`src/hdl/rtcdc_pkg.sv`:
```
`timescale 1ns / 1ps
`default_nettype none

package rtcdc_pkg;

    localparam int unsigned SECS_PER_HOUR      = 3600;
    localparam int unsigned SECS_PER_MIN       = 60;
    localparam int unsigned SECS_PER_DAY       = 86400;
    localparam int unsigned DAYS_PER_YEAR      = 365;
    localparam int unsigned FIRST_HOUR         = 1;
    localparam int unsigned LAST_HOUR          = 16;
    localparam int unsigned MIN_INTERVAL_RESET = 20;

    // Reciprocal constants: floor(x * RECIP >> SHIFT) == floor(x / d) over the used range.
    // Divide by 10: exact for x < 81920.
    localparam logic [15:0] RECIP_10          = 16'd52429;
    localparam int unsigned RECIP_10_SHIFT    = 19;
    // Divide by 3600: exact for x < 86400.
    localparam logic [17:0] RECIP_3600        = 18'd149131;
    localparam int unsigned RECIP_3600_SHIFT  = 29;
    // Divide by 60: exact for x < 3600.
    localparam logic [11:0] RECIP_60          = 12'd2185;
    localparam int unsigned RECIP_60_SHIFT    = 17;

    typedef logic [16:0] secs_t;

    // Side data that rides along with every beat through the pipeline.
    typedef struct packed {
        logic       corrected;
        logic [4:0] hour;
        logic [5:0] minute;
        logic [5:0] second;
        logic [8:0] last_day;
    } meta_t;

    typedef enum logic [1:0] {
        CFG_DRIFT        = 2'd0,
        CFG_MIN_INTERVAL = 2'd1
    } cfg_idx_t;

    function automatic logic [8:0] days_before_month(input logic [3:0] month);
        logic [8:0] d;
        case (month)
            4'd2:    d = 9'd31;
            4'd3:    d = 9'd59;
            4'd4:    d = 9'd90;
            4'd5:    d = 9'd120;
            4'd6:    d = 9'd151;
            4'd7:    d = 9'd181;
            4'd8:    d = 9'd212;
            4'd9:    d = 9'd243;
            4'd10:   d = 9'd273;
            4'd11:   d = 9'd304;
            4'd12:   d = 9'd334;
            default: d = 9'd0;
        endcase
        return d;
    endfunction

endpackage

`default_nettype wire

```
`src/hdl/rtcdc_sec_split.sv`:
```
`timescale 1ns / 1ps
`default_nettype none

// Split seconds of the day into hour, minute, second over four registered stages.
module rtcdc_sec_split
    import rtcdc_pkg::*;
(
    input  wire         aclk,
    input  wire         aresetn,
    input  wire         in_valid,
    output logic        in_ready,
    input  secs_t       in_secs,
    input  meta_t       in_meta,
    output logic        out_valid,
    input  wire         out_ready,
    output logic [4:0]  out_hour,
    output logic [5:0]  out_minute,
    output logic [5:0]  out_second,
    output meta_t       out_meta
);

    logic        a_valid_reg, b_valid_reg, c_valid_reg, o_valid_reg;
    logic        en_a, en_b, en_c, en_o;

    logic [4:0]  a_hour_reg;
    secs_t       a_secs_reg;
    meta_t       a_meta_reg;
    logic [4:0]  b_hour_reg;
    logic [11:0] b_rem_reg;
    meta_t       b_meta_reg;
    logic [4:0]  c_hour_reg;
    logic [11:0] c_rem_reg;
    logic [5:0]  c_min_reg;
    meta_t       c_meta_reg;
    logic [4:0]  o_hour_reg;
    logic [5:0]  o_min_reg;
    logic [5:0]  o_sec_reg;
    meta_t       o_meta_reg;

    logic [34:0] hour_prod;
    logic [4:0]  hour_next;
    logic [16:0] rem_wide;
    logic [23:0] min_prod;
    logic [5:0]  min_next;
    logic [11:0] sec_wide;
    logic [5:0]  sec_next;

    assign en_o     = !o_valid_reg || out_ready;
    assign en_c     = !c_valid_reg || en_o;
    assign en_b     = !b_valid_reg || en_c;
    assign en_a     = !a_valid_reg || en_b;
    assign in_ready = en_a;

    always_comb begin
        hour_prod = 35'(in_secs) * 35'(RECIP_3600);
        hour_next = hour_prod[RECIP_3600_SHIFT +: 5];
        rem_wide  = a_secs_reg - 17'(a_hour_reg) * 17'(SECS_PER_HOUR);
        min_prod  = 24'(b_rem_reg) * 24'(RECIP_60);
        min_next  = min_prod[RECIP_60_SHIFT +: 6];
        sec_wide  = c_rem_reg - 12'(c_min_reg) * 12'(SECS_PER_MIN);
        sec_next  = sec_wide[5:0];
    end

    always_ff @(posedge aclk) begin
        if (!aresetn) begin
            a_valid_reg <= 1'b0;
            b_valid_reg <= 1'b0;
            c_valid_reg <= 1'b0;
            o_valid_reg <= 1'b0;
        end else begin
            if (en_a) a_valid_reg <= in_valid;
            if (en_b) b_valid_reg <= a_valid_reg;
            if (en_c) c_valid_reg <= b_valid_reg;
            if (en_o) o_valid_reg <= c_valid_reg;
        end
    end

    always_ff @(posedge aclk) begin
        if (en_a) begin
            a_hour_reg <= hour_next;
            a_secs_reg <= in_secs;
            a_meta_reg <= in_meta;
        end
        if (en_b) begin
            b_hour_reg <= a_hour_reg;
            b_rem_reg  <= rem_wide[11:0];
            b_meta_reg <= a_meta_reg;
        end
        if (en_c) begin
            c_hour_reg <= b_hour_reg;
            c_rem_reg  <= b_rem_reg;
            c_min_reg  <= min_next;
            c_meta_reg <= b_meta_reg;
        end
        if (en_o) begin
            // pass the reading through untouched when no correction applies
            o_hour_reg <= c_meta_reg.corrected ? c_hour_reg : c_meta_reg.hour;
            o_min_reg  <= c_meta_reg.corrected ? c_min_reg  : c_meta_reg.minute;
            o_sec_reg  <= c_meta_reg.corrected ? sec_next   : c_meta_reg.second;
            o_meta_reg <= c_meta_reg;
        end
    end

    assign out_valid  = o_valid_reg;
    assign out_hour   = o_hour_reg;
    assign out_minute = o_min_reg;
    assign out_second = o_sec_reg;
    assign out_meta   = o_meta_reg;

endmodule

`default_nettype wire

```
`src/hdl/rtc_drift_correction.sv`:
```
`timescale 1ns / 1ps
`default_nettype none

// Clock drift correction. Each input beat carries one clock reading; each output beat
// carries the reading to write back, with m_tuser high when a correction was applied.
// The block forms the day of the year (leap day after February in years divisible by
// four), the days since the last correction (wrapping by 365), and, when enough days
// have passed and the hour is 1 to 16, shifts the time of day by drift * days / 10
// seconds, clamped to the same day. Rate: one beat per cycle, sustained while m_tready
// stays high. The seven-stage pipeline (input register, correction stage, clamp stage,
// three division stages and the output register) carries each beat in that order; the
// only loop is the stored correction day, which is read and written in the first stage,
// so back-to-back readings see each other's updates. Write drift_per_day (index 0) and
// min_interval_days (index 1) only while no beat is in flight.
module rtc_drift_correction
    import rtcdc_pkg::*;
(
    input  wire         aclk,
    input  wire         aresetn,
    // configuration
    input  wire         cfg_we,
    input  wire  [1:0]  cfg_addr,
    input  wire  [8:0]  cfg_wdata,
    // input stream
    input  wire         s_tvalid,
    output logic        s_tready,
    // [6:0] year_two_digit, [10:7] month_num, [15:11] day_of_month,
    // [20:16] hour_in, [26:21] minute_in, [32:27] second_in
    input  wire  [39:0] s_tdata,
    // result stream
    output logic        m_tvalid,
    input  wire         m_tready,
    // [4:0] hour_out, [10:5] minute_out, [16:11] second_out, [25:17] last_corr_day
    output logic [31:0] m_tdata,
    // [0] corrected
    output logic [0:0]  m_tuser
);

    // configuration registers
    logic signed [7:0] drift_reg;
    logic [8:0]        min_interval_reg;

    // day of the most recent correction
    logic [8:0]        last_day_reg;

    // stage 1: captured reading
    logic              v1_reg;
    logic [6:0]        s1_year_reg;
    logic [3:0]        s1_month_reg;
    logic [4:0]        s1_day_reg;
    logic [4:0]        s1_hour_reg;
    logic [5:0]        s1_min_reg;
    logic [5:0]        s1_sec_reg;

    // stage 2: product magnitude, sign and seconds of day
    logic              v2_reg;
    logic              s2_neg_reg;
    logic [15:0]       s2_mag_reg;
    secs_t             s2_secsum_reg;
    meta_t             s2_meta_reg;

    // stage 3: clamped seconds of day
    logic              v3_reg;
    secs_t             s3_secs_reg;
    meta_t             s3_meta_reg;

    logic              en1, en2, en3;
    logic              split_ready;

    logic [8:0]         today;
    logic               leap;
    logic signed [10:0] delta_raw;
    logic signed [10:0] delta;
    logic               fix;
    logic signed [18:0] prod;
    logic [18:0]        prod_abs;
    secs_t              secsum;
    meta_t              s1_meta;

    logic [31:0]        quot_prod;
    logic [12:0]        quot;
    logic signed [17:0] sum;
    secs_t              secs_next;

    logic               out_valid;
    logic [4:0]         out_hour;
    logic [5:0]         out_minute;
    logic [5:0]         out_second;
    meta_t              out_meta;

    // advance each stage when its successor has room
    assign en3      = !v3_reg || split_ready;
    assign en2      = !v2_reg || en3;
    assign en1      = !v1_reg || en2;
    assign s_tready = en1;

    // configuration writes; ignore indexes beyond the register list
    always_ff @(posedge aclk) begin
        if (!aresetn) begin
            drift_reg        <= 8'sd0;
            min_interval_reg <= 9'(MIN_INTERVAL_RESET);
        end else if (cfg_we) begin
            case (cfg_idx_t'(cfg_addr))
                CFG_DRIFT:        drift_reg        <= $signed(cfg_wdata[7:0]);
                CFG_MIN_INTERVAL: min_interval_reg <= cfg_wdata;
                default:          ;
            endcase
        end
    end

    // stage 1 logic: day of year, elapsed days, decision, drift product, seconds of day
    always_comb begin
        leap      = (s1_month_reg > 4'd2) && (s1_year_reg[1:0] == 2'b00);
        today     = days_before_month(s1_month_reg) + 9'(s1_day_reg) + 9'(leap);
        delta_raw = $signed({2'b00, today}) - $signed({2'b00, last_day_reg});
        delta     = delta_raw[10] ? delta_raw + 11'(DAYS_PER_YEAR) : delta_raw;
        fix       = (delta >= $signed({2'b00, min_interval_reg}))
                    && (s1_hour_reg >= 5'(FIRST_HOUR))
                    && (s1_hour_reg <= 5'(LAST_HOUR));
        prod      = 19'(drift_reg) * 19'(delta);
        prod_abs  = prod[18] ? 19'(-prod) : 19'(prod);
        secsum    = 17'(s1_hour_reg) * 17'(SECS_PER_HOUR)
                    + 17'(s1_min_reg) * 17'(SECS_PER_MIN)
                    + 17'(s1_sec_reg);

        s1_meta.corrected = fix;
        s1_meta.hour      = s1_hour_reg;
        s1_meta.minute    = s1_min_reg;
        s1_meta.second    = s1_sec_reg;
        s1_meta.last_day  = fix ? today : last_day_reg;
    end

    // stage 2 logic: divide by ten toward zero, apply, clamp to one day
    always_comb begin
        quot_prod = 32'(s2_mag_reg) * 32'(RECIP_10);
        quot      = quot_prod[RECIP_10_SHIFT +: 13];
        if (s2_neg_reg) begin
            sum = $signed({1'b0, s2_secsum_reg}) - $signed({5'b00000, quot});
        end else begin
            sum = $signed({1'b0, s2_secsum_reg}) + $signed({5'b00000, quot});
        end
        if (sum[17]) begin
            secs_next = '0;
        end else if (sum > $signed(18'(SECS_PER_DAY - 1))) begin
            secs_next = 17'(SECS_PER_DAY - 1);
        end else begin
            secs_next = sum[16:0];
        end
    end

    always_ff @(posedge aclk) begin
        if (!aresetn) begin
            v1_reg       <= 1'b0;
            v2_reg       <= 1'b0;
            v3_reg       <= 1'b0;
            last_day_reg <= '0;
        end else begin
            if (en1) v1_reg <= s_tvalid;
            if (en2) v2_reg <= v1_reg;
            if (en3) v3_reg <= v2_reg;
            // record the day as the beat leaves stage 1, so the next reading sees it
            if (v1_reg && en2 && fix) last_day_reg <= today;
        end
    end

    always_ff @(posedge aclk) begin
        if (en1) begin
            s1_year_reg  <= s_tdata[6:0];
            s1_month_reg <= s_tdata[10:7];
            s1_day_reg   <= s_tdata[15:11];
            s1_hour_reg  <= s_tdata[20:16];
            s1_min_reg   <= s_tdata[26:21];
            s1_sec_reg   <= s_tdata[32:27];
        end
        if (en2) begin
            s2_neg_reg    <= prod[18];
            s2_mag_reg    <= prod_abs[15:0];
            s2_secsum_reg <= secsum;
            s2_meta_reg   <= s1_meta;
        end
        if (en3) begin
            s3_secs_reg <= secs_next;
            s3_meta_reg <= s2_meta_reg;
        end
    end

    rtcdc_sec_split u_split (
        .aclk       (aclk),
        .aresetn    (aresetn),
        .in_valid   (v3_reg),
        .in_ready   (split_ready),
        .in_secs    (s3_secs_reg),
        .in_meta    (s3_meta_reg),
        .out_valid  (out_valid),
        .out_ready  (m_tready),
        .out_hour   (out_hour),
        .out_minute (out_minute),
        .out_second (out_second),
        .out_meta   (out_meta)
    );

    assign m_tvalid = out_valid;
    assign m_tdata  = {6'b000000, out_meta.last_day, out_second, out_minute, out_hour};
    assign m_tuser  = out_meta.corrected;

    // a correction leaving stage 1 must land in the stored day
    a_last_day_update: assert property (@(posedge aclk) disable iff (!aresetn)
        (v1_reg && en2 && fix) |=> (last_day_reg == $past(today)))
        else $error("stored correction day not updated");

    // the stored day never exceeds the longest year
    a_last_day_range: assert property (@(posedge aclk) disable iff (!aresetn)
        last_day_reg <= 9'd366)
        else $error("stored correction day out of range");

    // a corrected time is always a valid time of day
    a_corrected_time: assert property (@(posedge aclk) disable iff (!aresetn)
        (m_tvalid && m_tuser[0]) |->
            (m_tdata[4:0] <= 5'd23) && (m_tdata[10:5] <= 6'd59) && (m_tdata[16:11] <= 6'd59))
        else $error("corrected time out of range");

endmodule

`default_nettype wire

```
`config.mk`:
```
export PLATFORM = sky130hd
export DESIGN_NAME = rtc_drift_correction
export DESIGN_NICKNAME = d
export VERILOG_FILES = /design/src/hdl/rtcdc_pkg.sv /design/src/hdl/rtcdc_sec_split.sv /design/src/hdl/rtc_drift_correction.sv
export SDC_FILE = /design/constraint.sdc
export NUM_CORES = 1
export LEC_CHECK = 0
export BUFFER_PORTS_ARGS = -buffer_cell sky130_fd_sc_hd__buf_2
export CORE_MARGIN = 1
export CORE_UTILIZATION = 60
export DETAILED_ROUTE_END_ITERATION = 8
export PLACE_DENSITY_LB_ADDON = 0.15
export SLEW_MARGIN = 15
export SYNTH_ARGS = -nofsm -noshare
export SYNTH_HDL_FRONTEND = slang
export SYNTH_SLANG_ARGS = --single-unit
```
`constraint.sdc`:
```
create_clock -name aclk -period 26.7 [get_ports aclk]
set_input_delay 5.34 -clock aclk [delete_from_list [all_inputs] [get_ports aclk]]
set_output_delay 5.34 -clock aclk [all_outputs]
set_load 0.01 [all_outputs]
```
==> results of run 1 <==
==> routing by layer <==
layer | track usage [%] | up-vias | wire length [um]
met4 | 7.30 | 0 | 1530
li1 | - | 8969 | -
met2 | 40.5 | 421 | 27600
met5 | 0 | - | 0
met3 | 3.58 | 83 | 2790
met1 | 33.8 | 9021 | 26700
==> worst max-delay path: stages <==
cell and delay [ns]:
buf_2 0.11, nor2b_1 0.21, and2_1 0.28, and3_1 0.29, and3_1 0.25, nand2_1 0.07, buf_4 0.26, buf_2 0.21
==> cell usage after synthesis (12+ instances only) <==
master / number
nand2_1: 112
o21a_1: 17
ha_1: 498
and2_1: 25
xnor2_1: 87
nand3_1: 18
nor2_1: 123
clkbuf_1: 12
inv_1: 543
a21oi_1: 119
mux2i_1: 19
edfxtp_1: 290
o21bai_1: 21
o21ai_0: 51
a211oi_1: 13
dfxtp_1: 42
a21o_1: 41
mux2_2: 29
xor2_1: 53
nor3_1: 26
nor2b_1: 33
fa_1: 249
==> metrics by stage <==
stage,util (%),setup slack (ns)
2_1_floorplan,-,14.56
3_3_place_gp,63.2,14.38
3_5_place_dp,63.2,14.33
4_1_cts,65.7,14.32
5_1_grt,65.7,14.18
6_report,65.7,14.32
==> worst max-delay path by stage <==
stage                     to     start  cells after the start
floorplan           s_tready  m_tready                      5
global placement    s_tready  m_tready                      8
detailed placement  s_tready  m_tready                      8
CTS                 s_tready  m_tready                      8
global route        s_tready  m_tready                      8
finish              s_tready  m_tready                      8
==> cell type report <==
class                      instances  share of cell area, %
multi-input combinational       1713                   55.5
sequential                       332                   30.4
inverter                         544                   6.50
clock buffer                      47                   3.17
tap                              615                   2.45
timing repair buffer              79                   1.31
clock inverter                    18                  0.645
antenna                            1                0.00796
==> placed cells by master (no fill, tap or decap), types with 29 or more instances in the layout <==
cell	count
buf_2	72
o21ai_0	51
fa_1	249
nor2_1	123
clkbuf_16	38
edfxtp_1	290
inv_1	539
mux2_2	29
xnor2_1	87
dfxtp_1	42
a21o_1	41
nand2_1	110
nor2b_1	33
a21oi_1	119
ha_1	498
xor2_1	53
==> kinds of logic after synthesis <==
kind of cell	after synthesis	share of synthesized area [%]
simple gates	410	6.88
buf+inv	574	7.58
compound gates	362	8.42
other cells	1	0.0128
mux	48	1.77
fa+ha+maj	747	38.4
flops	332	32.7
xor+xnor	140	4.20
==> flow_metrics.env, run 1 <==
export IMPL_status="finished, final reports clean"
export IMPL_yosysWarningCount=0
export IMPL_clk_pin_slew_ns=0.06
export IMPL_synth_top_area_share_pct=29.8
export IMPL_port_buffers=72
export IMPL_fin_cells=3349
export IMPL_syn_area_per_cell_um2=11.2
export IMPL_yosys_area_top_type="edfxtp_1"
export IMPL_worst_pin_slew_ns=1.09
export IMPL_regToRegSetupSlack_ns=16.52
export IMPL_start_util_pct=61.0
export IMPL_post_route_cells_drive_above_1_share_pct=7.35
export IMPL_hold_end="s3_meta_reg[5]$_DFFE_PP_"
export IMPL_cts_buffers=36
export IMPL_crit_type="in2out"
export IMPL_hold_viol_final=0
export IMPL_clk_path_buf_depth=3
export IMPL_rows=80
export IMPL_htreeDepth=2
export IMPL_hold_path_class="reg2reg"
export IMPL_clock_sinks=332
export IMPL_antenna_found_initial=1
export IMPL_ctsHoldBuffers=0
export IMPL_synth_flop_cell="edfxtp_1"
export IMPL_wl_um=58600
export IMPL_holdWs_ns=0.412
export IMPL_worstPathArrival_ns=7.04
export IMPL_core_area_mm2=0.0478
export IMPL_io_pins=91
export IMPL_max_slew_margin_pct=27.3
export IMPL_dp_cells=3283
export IMPL_cp_end_kind="output port"
export IMPL_fin_nets=3509
export IMPL_fin_skew_ns=0.0149
export IMPL_clock_fmax_mhz=80.8
export IMPL_fin_crit_sh_pct=46.4
export IMPL_syn_inst=2614
export IMPL_drv_cap=0
export IMPL_drc=0
export IMPL_grt_pass1_wl_um=96500
export IMPL_synth_edff_count=290
export IMPL_synth_area_top_cells="edfxtp_1 (30%), ha_1 (21%), fa_1 (17%)"
export IMPL_worstPathRequired_ns=21.36
export IMPL_cts_resized=0
export IMPL_dpl_cell_area_mm2=0.0302
export IMPL_finalSetupTns_ns=0
export IMPL_crit_fanout=34
export IMPL_grt_pass1_vias=19300
export IMPL_ant_nets=0
export IMPL_r2r_cells=33
export IMPL_die_h_um=223
export IMPL_multi_input_area_mm2=0.0175
export IMPL_setup_viol=0
export IMPL_final_max_slew_violation_count=0
export IMPL_die_w_um=223
export IMPL_hold_depth=0
export IMPL_post_route_min_period_ns=12.38
export IMPL_grt_max_degree=60
export IMPL_first_iter_violations=973
export IMPL_area_delta_synth_final_pct=7.66
export IMPL_cts_tree="done"
export IMPL_wl_per_cell_um=17.5
export IMPL_place_gp_congestion=0.934
export IMPL_synth_async_reset_ratio_pct=0
export IMPL_register_area_mm2=0.00955
export IMPL_r2r_end="s3_secs_reg[9]$_SDFFCE_PP0P_"
export IMPL_synth_cell_type_count=87
export IMPL_overflow=0
export IMPL_r2r_start="s2_mag_reg[7]$_DFFE_PP_"
export IMPL_min_delay_start="s2_meta_reg[5]$_DFFE_PP_"
export IMPL_first_pass_iters=5
export IMPL_syn_area_mm2=0.0292
export IMPL_fin_area_mm2=0.0314
export IMPL_num_vias=18500
export IMPL_seq_area_frac_synth_pct=32.7
export IMPL_fillCellCount=3771
export IMPL_dieArea_mm2=0.0495
export IMPL_ys_seq_elements=332
export IMPL_rsz0062_at_grt="no"
export IMPL_detail_route_vias_per_cell=5.52
export IMPL_clk_latency_ns=0.54
export IMPL_dp_hpwl_um=48200
export IMPL_root_buffer="clkbuf_16"
export IMPL_crit_path_start_kind="input pin"
export IMPL_track_usage_pct=24.6
export IMPL_postCtsSetupBuffers=0
Power of run 1 is left out: the tool's default activity adds up to more than one toggle a clock period on the data nets, which glitch-free logic cannot reach.
==> inputs of run 2 (changes only) <==
clock period = 12.25 ns   (was 26.7 ns; I/O delays follow)
==> run 2 against run 1 <==
Core utilization up 0.19 points. Setup slack worse by 12 ns. Highest routed layer unchanged. Critical path depth up 25. Clock skew up 0.0098 ns. Register-to-register slack worse by 14 ns. Sequential cell count unchanged. First-iteration DRC count down 5.9%. Routed wire length up 0.15%. Final area up 0.29%. Count of clock-buffer cells in the layout down 1.
==> flow_metrics.env, run 2 (synthesis results as in run 1) <==
export IMPL_status="finished, final reports clean"
export IMPL_r2r_start="s2_mag_reg[7]$_DFFE_PP_"
export IMPL_crit_path_max_incr_delay_ns=0.68
export IMPL_die_w_um=223
export IMPL_crit_type="reg2reg"
export IMPL_ctsHoldBuffers=0
export IMPL_cts_buffers=37
export IMPL_fin_nets=3510
export IMPL_drc=0
export IMPL_dp_cells=3283
export IMPL_dieArea_mm2=0.0495
export IMPL_clock_fmax_mhz=99.4
export IMPL_crit_path_start_kind="flop"
export IMPL_drv_cap=0
export IMPL_layout_commonest_cell="inv_1"
export IMPL_cp_end_kind="flop"
export IMPL_core_area_mm2=0.0478
export IMPL_clk_pin_slew_ns=0.06
export IMPL_regToRegSetupSlack_ns=2.19
export IMPL_grt_pass1_vias=19100
export IMPL_wl_um=58700
export IMPL_fin_crit_sh_pct=82.1
export IMPL_port_buffers=72
export IMPL_hold_path_class="reg2reg"
export IMPL_route_met3_wl_um=2840
export IMPL_cts_tree="done"
export IMPL_maxUsedRoutingLayer="met4"
export IMPL_die_h_um=223
export IMPL_met1_length_um=26800
export IMPL_htreeDepth=2
export IMPL_setup_viol=0
export IMPL_fin_cells=3352
export IMPL_hold_depth=0
export IMPL_final_max_slew_violation_count=0
export IMPL_num_vias=18400
export IMPL_startpoint="s2_mag_reg[7]$_DFFE_PP_"
export IMPL_rsz0062_at_grt="no"
export IMPL_worstPathArrival_ns=10.35
export IMPL_postCtsSetupBuffers=0
export IMPL_first_pass_iters=5
export IMPL_place_gp_congestion=0.931
export IMPL_met2_length_um=27900
export IMPL_max_slew_margin_pct=21.9
export IMPL_first_iter_violations=916
export IMPL_crit_slowest_cell="a211oi_4"
export IMPL_crit_end="s3_secs_reg[15]$_SDFFCE_PP0P_"
export IMPL_worstPathRequired_ns=12.54
export IMPL_wl_per_cell_um=17.5
export IMPL_clk_path_buf_depth=3
export IMPL_dp_hpwl_um=48300
export IMPL_clk_latency_ns=0.57
export IMPL_crit_fanout=17
export IMPL_detail_route_vias_per_cell=5.48
export IMPL_layout_common_cells="inv_1 (540), ha_1 (498), edfxtp_1 (290)"
export IMPL_post_route_min_period_ns=10.06
export IMPL_start_util_pct=61.0
export IMPL_multi_input_area_mm2=0.0175
export IMPL_cts_resized=0
export IMPL_track_usage_pct=24.5
export IMPL_fillCellCount=3747
export IMPL_grt_max_degree=61
export IMPL_overflow=0
export IMPL_root_buffer="clkbuf_16"
export IMPL_area_delta_synth_final_pct=7.97
export IMPL_antenna_found_initial=1
export IMPL_finalSetupTns_ns=0
export IMPL_fin_skew_ns=0.0247
export IMPL_worst_pin_slew_ns=1.17
export IMPL_post_route_cells_drive_above_1_share_pct=7.64
export IMPL_r2r_cells=33
export IMPL_rows=80
export IMPL_r2r_end="s3_secs_reg[15]$_SDFFCE_PP0P_"
export IMPL_hold_viol_final=0
export IMPL_ant_nets=0
export IMPL_register_area_mm2=0.00955
export IMPL_grt_pass1_wl_um=96000
export IMPL_io_pins=91
export IMPL_clock_sinks=332
run 2: cell types whose count changed in the layout (fill, tap and decap cells not counted), sizes merged:
cell | before | now
clkinv | 16 | 12
inv | 541 | 545
bufinv | 4 | 5
clkbuf | 47 | 46
clkinvlp | 1 | 4
run 2: worst min path at each step:
stage	start	to
4_1_cts	u_split.b_meta_reg[7]$_DFFE_PP_	u_split.c_meta_reg[7]$_DFFE_PP_
6_report	s2_meta_reg[5]$_DFFE_PP_	s3_meta_reg[5]$_DFFE_PP_
3_3_place_gp	u_split.b_hour_reg[0]$_DFFE_PP_	u_split.c_hour_reg[0]$_DFFE_PP_
2_1_floorplan	s1_sec_reg[0]$_DFFE_PN_	s2_secsum_reg[0]$_DFFE_PP_
5_1_grt	u_split.b_meta_reg[8]$_DFFE_PP_	u_split.c_meta_reg[8]$_DFFE_PP_
3_5_place_dp	s2_meta_reg[15]$_DFFE_PP_	s3_meta_reg[15]$_DFFE_PP_
run 2: final cells by class:
| type | count | area share (%) |
|---|---|---|
| Multi-Input combinational cell | 1713 | 55.4 |
| Tap cell | 615 | 2.44 |
| Clock inverter | 22 | 0.885 |
| Clock buffer | 46 | 3.21 |
| Timing Repair Buffer | 79 | 1.31 |
| Antenna cell | 1 | 0.00794 |
| Inverter | 544 | 6.48 |
| Sequential cell | 332 | 30.3 |
run 2: layer usage:
| layer | vias to the layer above | GRT usage [%] |
|---|---|---|
| met5 | - | 0 |
| met4 | 0 | 5.67 |
| met3 | 70 | 3.98 |
| met2 | 392 | 41.0 |
| met1 | 8937 | 33.6 |
| li1 | 8954 | - |
run 2: worst max-delay path, delay by kind of cell (launching register included):
family | cells | cell delay, ns
flops | 1 | 0.51
compound gates | 12 | 3.12
buf+inv | 5 | 0.42
simple gates | 5 | 0.83
xor+xnor | 2 | 0.84
fa+ha+maj | 9 | 4.07
run 2: stage by stage:
| stage | hold WS [ns] | utilization (%) | worst slack, ns | cell area, um2 |
|---|---|---|---|---|
| after floorplan | 0.400 | - | 3.52 | 29200 |
| after global placement | 0.401 | 63.2 | 2.38 | 30200 |
| after detailed placement | 0.405 | 63.2 | 2.23 | 30200 |
| after CTS | 0.409 | 65.9 | 2.20 | 31500 |
| after global routing | 0.408 | 65.9 | 1.63 | 31500 |
| final | 0.406 | 65.9 | 2.19 | 31500 |
Power of run 2 is left out for the same reason.
==> inputs of run 3 (changes only) <==
clock period = 9.5 ns   (was 12.25 ns; I/O delays follow)
==> run 3 against run 2 <==
Count of clock-buffer cells in the layout increased by 1. First-iteration DRC count decreased by 2.4%. Critical path depth increased by 5. Sequential share of layout area decreased by 0.52 points. Highest routed layer unchanged.
==> flow_metrics.env, run 3 (synthesis results as in run 1) <==
export IMPL_status="finished, final reports clean"
export IMPL_num_vias=18700
export IMPL_busiest_layer="met2"
export IMPL_first_pass_iters=5
export IMPL_use_met1_pct=34.0
export IMPL_drc=0
export IMPL_wl_per_cell_um=17.4
export IMPL_drv_cap=0
export IMPL_hold_viol_final=0
export IMPL_post_route_cells_drive_above_1_share_pct=10.6
export IMPL_fin_cells=3402
export IMPL_worstPathRequired_ns=9.87
export IMPL_hold_path_class="reg2reg"
export IMPL_fin_util_pct=67.0
export IMPL_worstPathArrival_ns=9.58
export IMPL_max_slew_margin_pct=24.0
export IMPL_area_delta_synth_final_pct=9.86
export IMPL_ant_nets=0
export IMPL_min_delay_start="s2_meta_reg[25]$_DFFE_PP_"
export IMPL_dp_hpwl_um=48600
export IMPL_overflow=0
export IMPL_wl_um=59300
export IMPL_critical_path_top_delay_family="adder cells"
export IMPL_fin_area_mm2=0.0321
export IMPL_worst_pin_slew_ns=1.14
export IMPL_antenna_found_initial=0
export IMPL_clk_pin_slew_ns=0.06
export IMPL_holdWs_ns=0.413
export IMPL_crit_fanout=7
export IMPL_crit_path_max_incr_delay_ns=0.54
export IMPL_crit_path_start_kind="flop"
export IMPL_die_w_um=223
export IMPL_crit_type="reg2reg"
export IMPL_final_max_slew_violation_count=0
export IMPL_fin_crit_sh_pct=97.0
export IMPL_fin_skew_ns=0.0154
export IMPL_layout_commonest_cell="inv_1"
export IMPL_place_gp_congestion=0.918
export IMPL_first_iter_violations=894
export IMPL_detail_route_vias_per_cell=5.51
export IMPL_start_util_pct=61.0
export IMPL_grt_pass1_vias=19300
export IMPL_path_buf_inv=10
export IMPL_cts_buffers=36
export IMPL_dieArea_mm2=0.0495
export IMPL_clk_path_buf_depth=3
export IMPL_grt_util_met2_pct=41.4
export IMPL_track_usage_pct=24.7
export IMPL_crit_slowest_cell="fa_1"
export IMPL_port_buffers=72
export IMPL_dp_cells=3323
export IMPL_startpoint="s2_mag_reg[4]$_DFFE_PP_"
export IMPL_die_h_um=223
export IMPL_cts_tree="done"
export IMPL_r2r_start="s2_mag_reg[4]$_DFFE_PP_"
export IMPL_post_route_min_period_ns=9.21
export IMPL_core_area_mm2=0.0478
export IMPL_grt_max_degree=61
export IMPL_io_pins=91
export IMPL_cp_end_kind="flop"
export IMPL_dpl_cell_area_mm2=0.0305
export IMPL_clock_sinks=332
export IMPL_grt_pass1_wl_um=96800
export IMPL_rows=80
export IMPL_fin_nets=3562
export IMPL_grt_use_met3_pct=3.25
export IMPL_fillCellCount=3704
export IMPL_htreeDepth=2
export IMPL_clk_latency_ns=0.54
export IMPL_setup_viol=0
export IMPL_root_buffer="clkbuf_16"
export IMPL_clock_fmax_mhz=109
export IMPL_layout_common_cells="inv_1 (538), ha_1 (493), edfxtp_1 (290)"
## run 3: cell types whose count changed in the layout (fill, tap and decap cells not counted), moves of 5 or more
cell | before | now
a21oi_1 | 119 | 112
a21oi_2 | 6 | 13
buf_4 | 7 | 57
ha_1 | 498 | 493
xor2_1 | 53 | 48
xor2_2 | 0 | 5
## run 3: what timing repair did
action,in CTS,in global routing
hold buffers,0,0
pin swaps,1,8
buffers inserted,1,12
endpoints found under the setup margin,17,33
endpoints found under the hold margin,0,0
resized for setup,1,41
## run 3: area by class of cell
type | instances | area [um2] | share of cell area (%)
Tap cell | 615 | 769 | 2.40
Antenna cell | 1 | 2.50 | 0.00780
Sequential cell | 332 | 9550 | 29.8
Clock buffer | 47 | 973 | 3.04
Inverter | 544 | 2040 | 6.37
Multi-Input combinational cell | 1713 | 17700 | 55.0
Clock inverter | 18 | 241 | 0.753
Timing Repair Buffer | 132 | 840 | 2.62
## run 3: worst paths after layout
| kind | to | slack [ns] | cells after the start |
|---|---|---|---|
| worst min-delay path | s3_meta_reg[25]$_DFFE_PP_ | 0.41 | 0 |
| worst min register to register | s3_meta_reg[25]$_DFFE_PP_ | 0.41 | 0 |
| worst max register to register | s3_secs_reg[1]$_SDFFCE_PN0P_ | 0.29 | 38 |
| worst max-delay path | s3_secs_reg[1]$_SDFFCE_PN0P_ | 0.29 | 38 |
## run 3: worst reg2reg max path: cells and delay by family (launching register included)
kind            cells  cell delay [ns]
fa+ha+maj           8             3.64
compound gates     12             2.15
buf+inv            10             1.20
simple gates        5             0.90
flops               1             0.49
xor+xnor            2             0.37
mux                 1             0.31
## run 3: stage by stage
| step | TNS [ns] | setup WS [ns] |
|---|---|---|
| 3_5_place_dp | -1.39 | -0.130 |
| 6_report | 0 | 0.288 |
| 2_1_floorplan | 0 | 0.767 |
| 5_1_grt | -1.14 | -0.112 |
| 4_1_cts | 0 | 0.0384 |
| 3_3_place_gp | 0 | 0.0330 |
## run 3: layer usage
| metal | vias up | wire (um) | part of all wire [%] |
|---|---|---|---|
| met4 | 0 | 1320 | 2.2 |
| met2 | 375 | 28200 | 47 |
| met3 | 76 | 2730 | 4.6 |
| li1 | 9076 | - | - |
| met1 | 9205 | 27100 | 46 |
| met5 | - | 0 | 0 |
Power of run 3 is left out for the same reason.
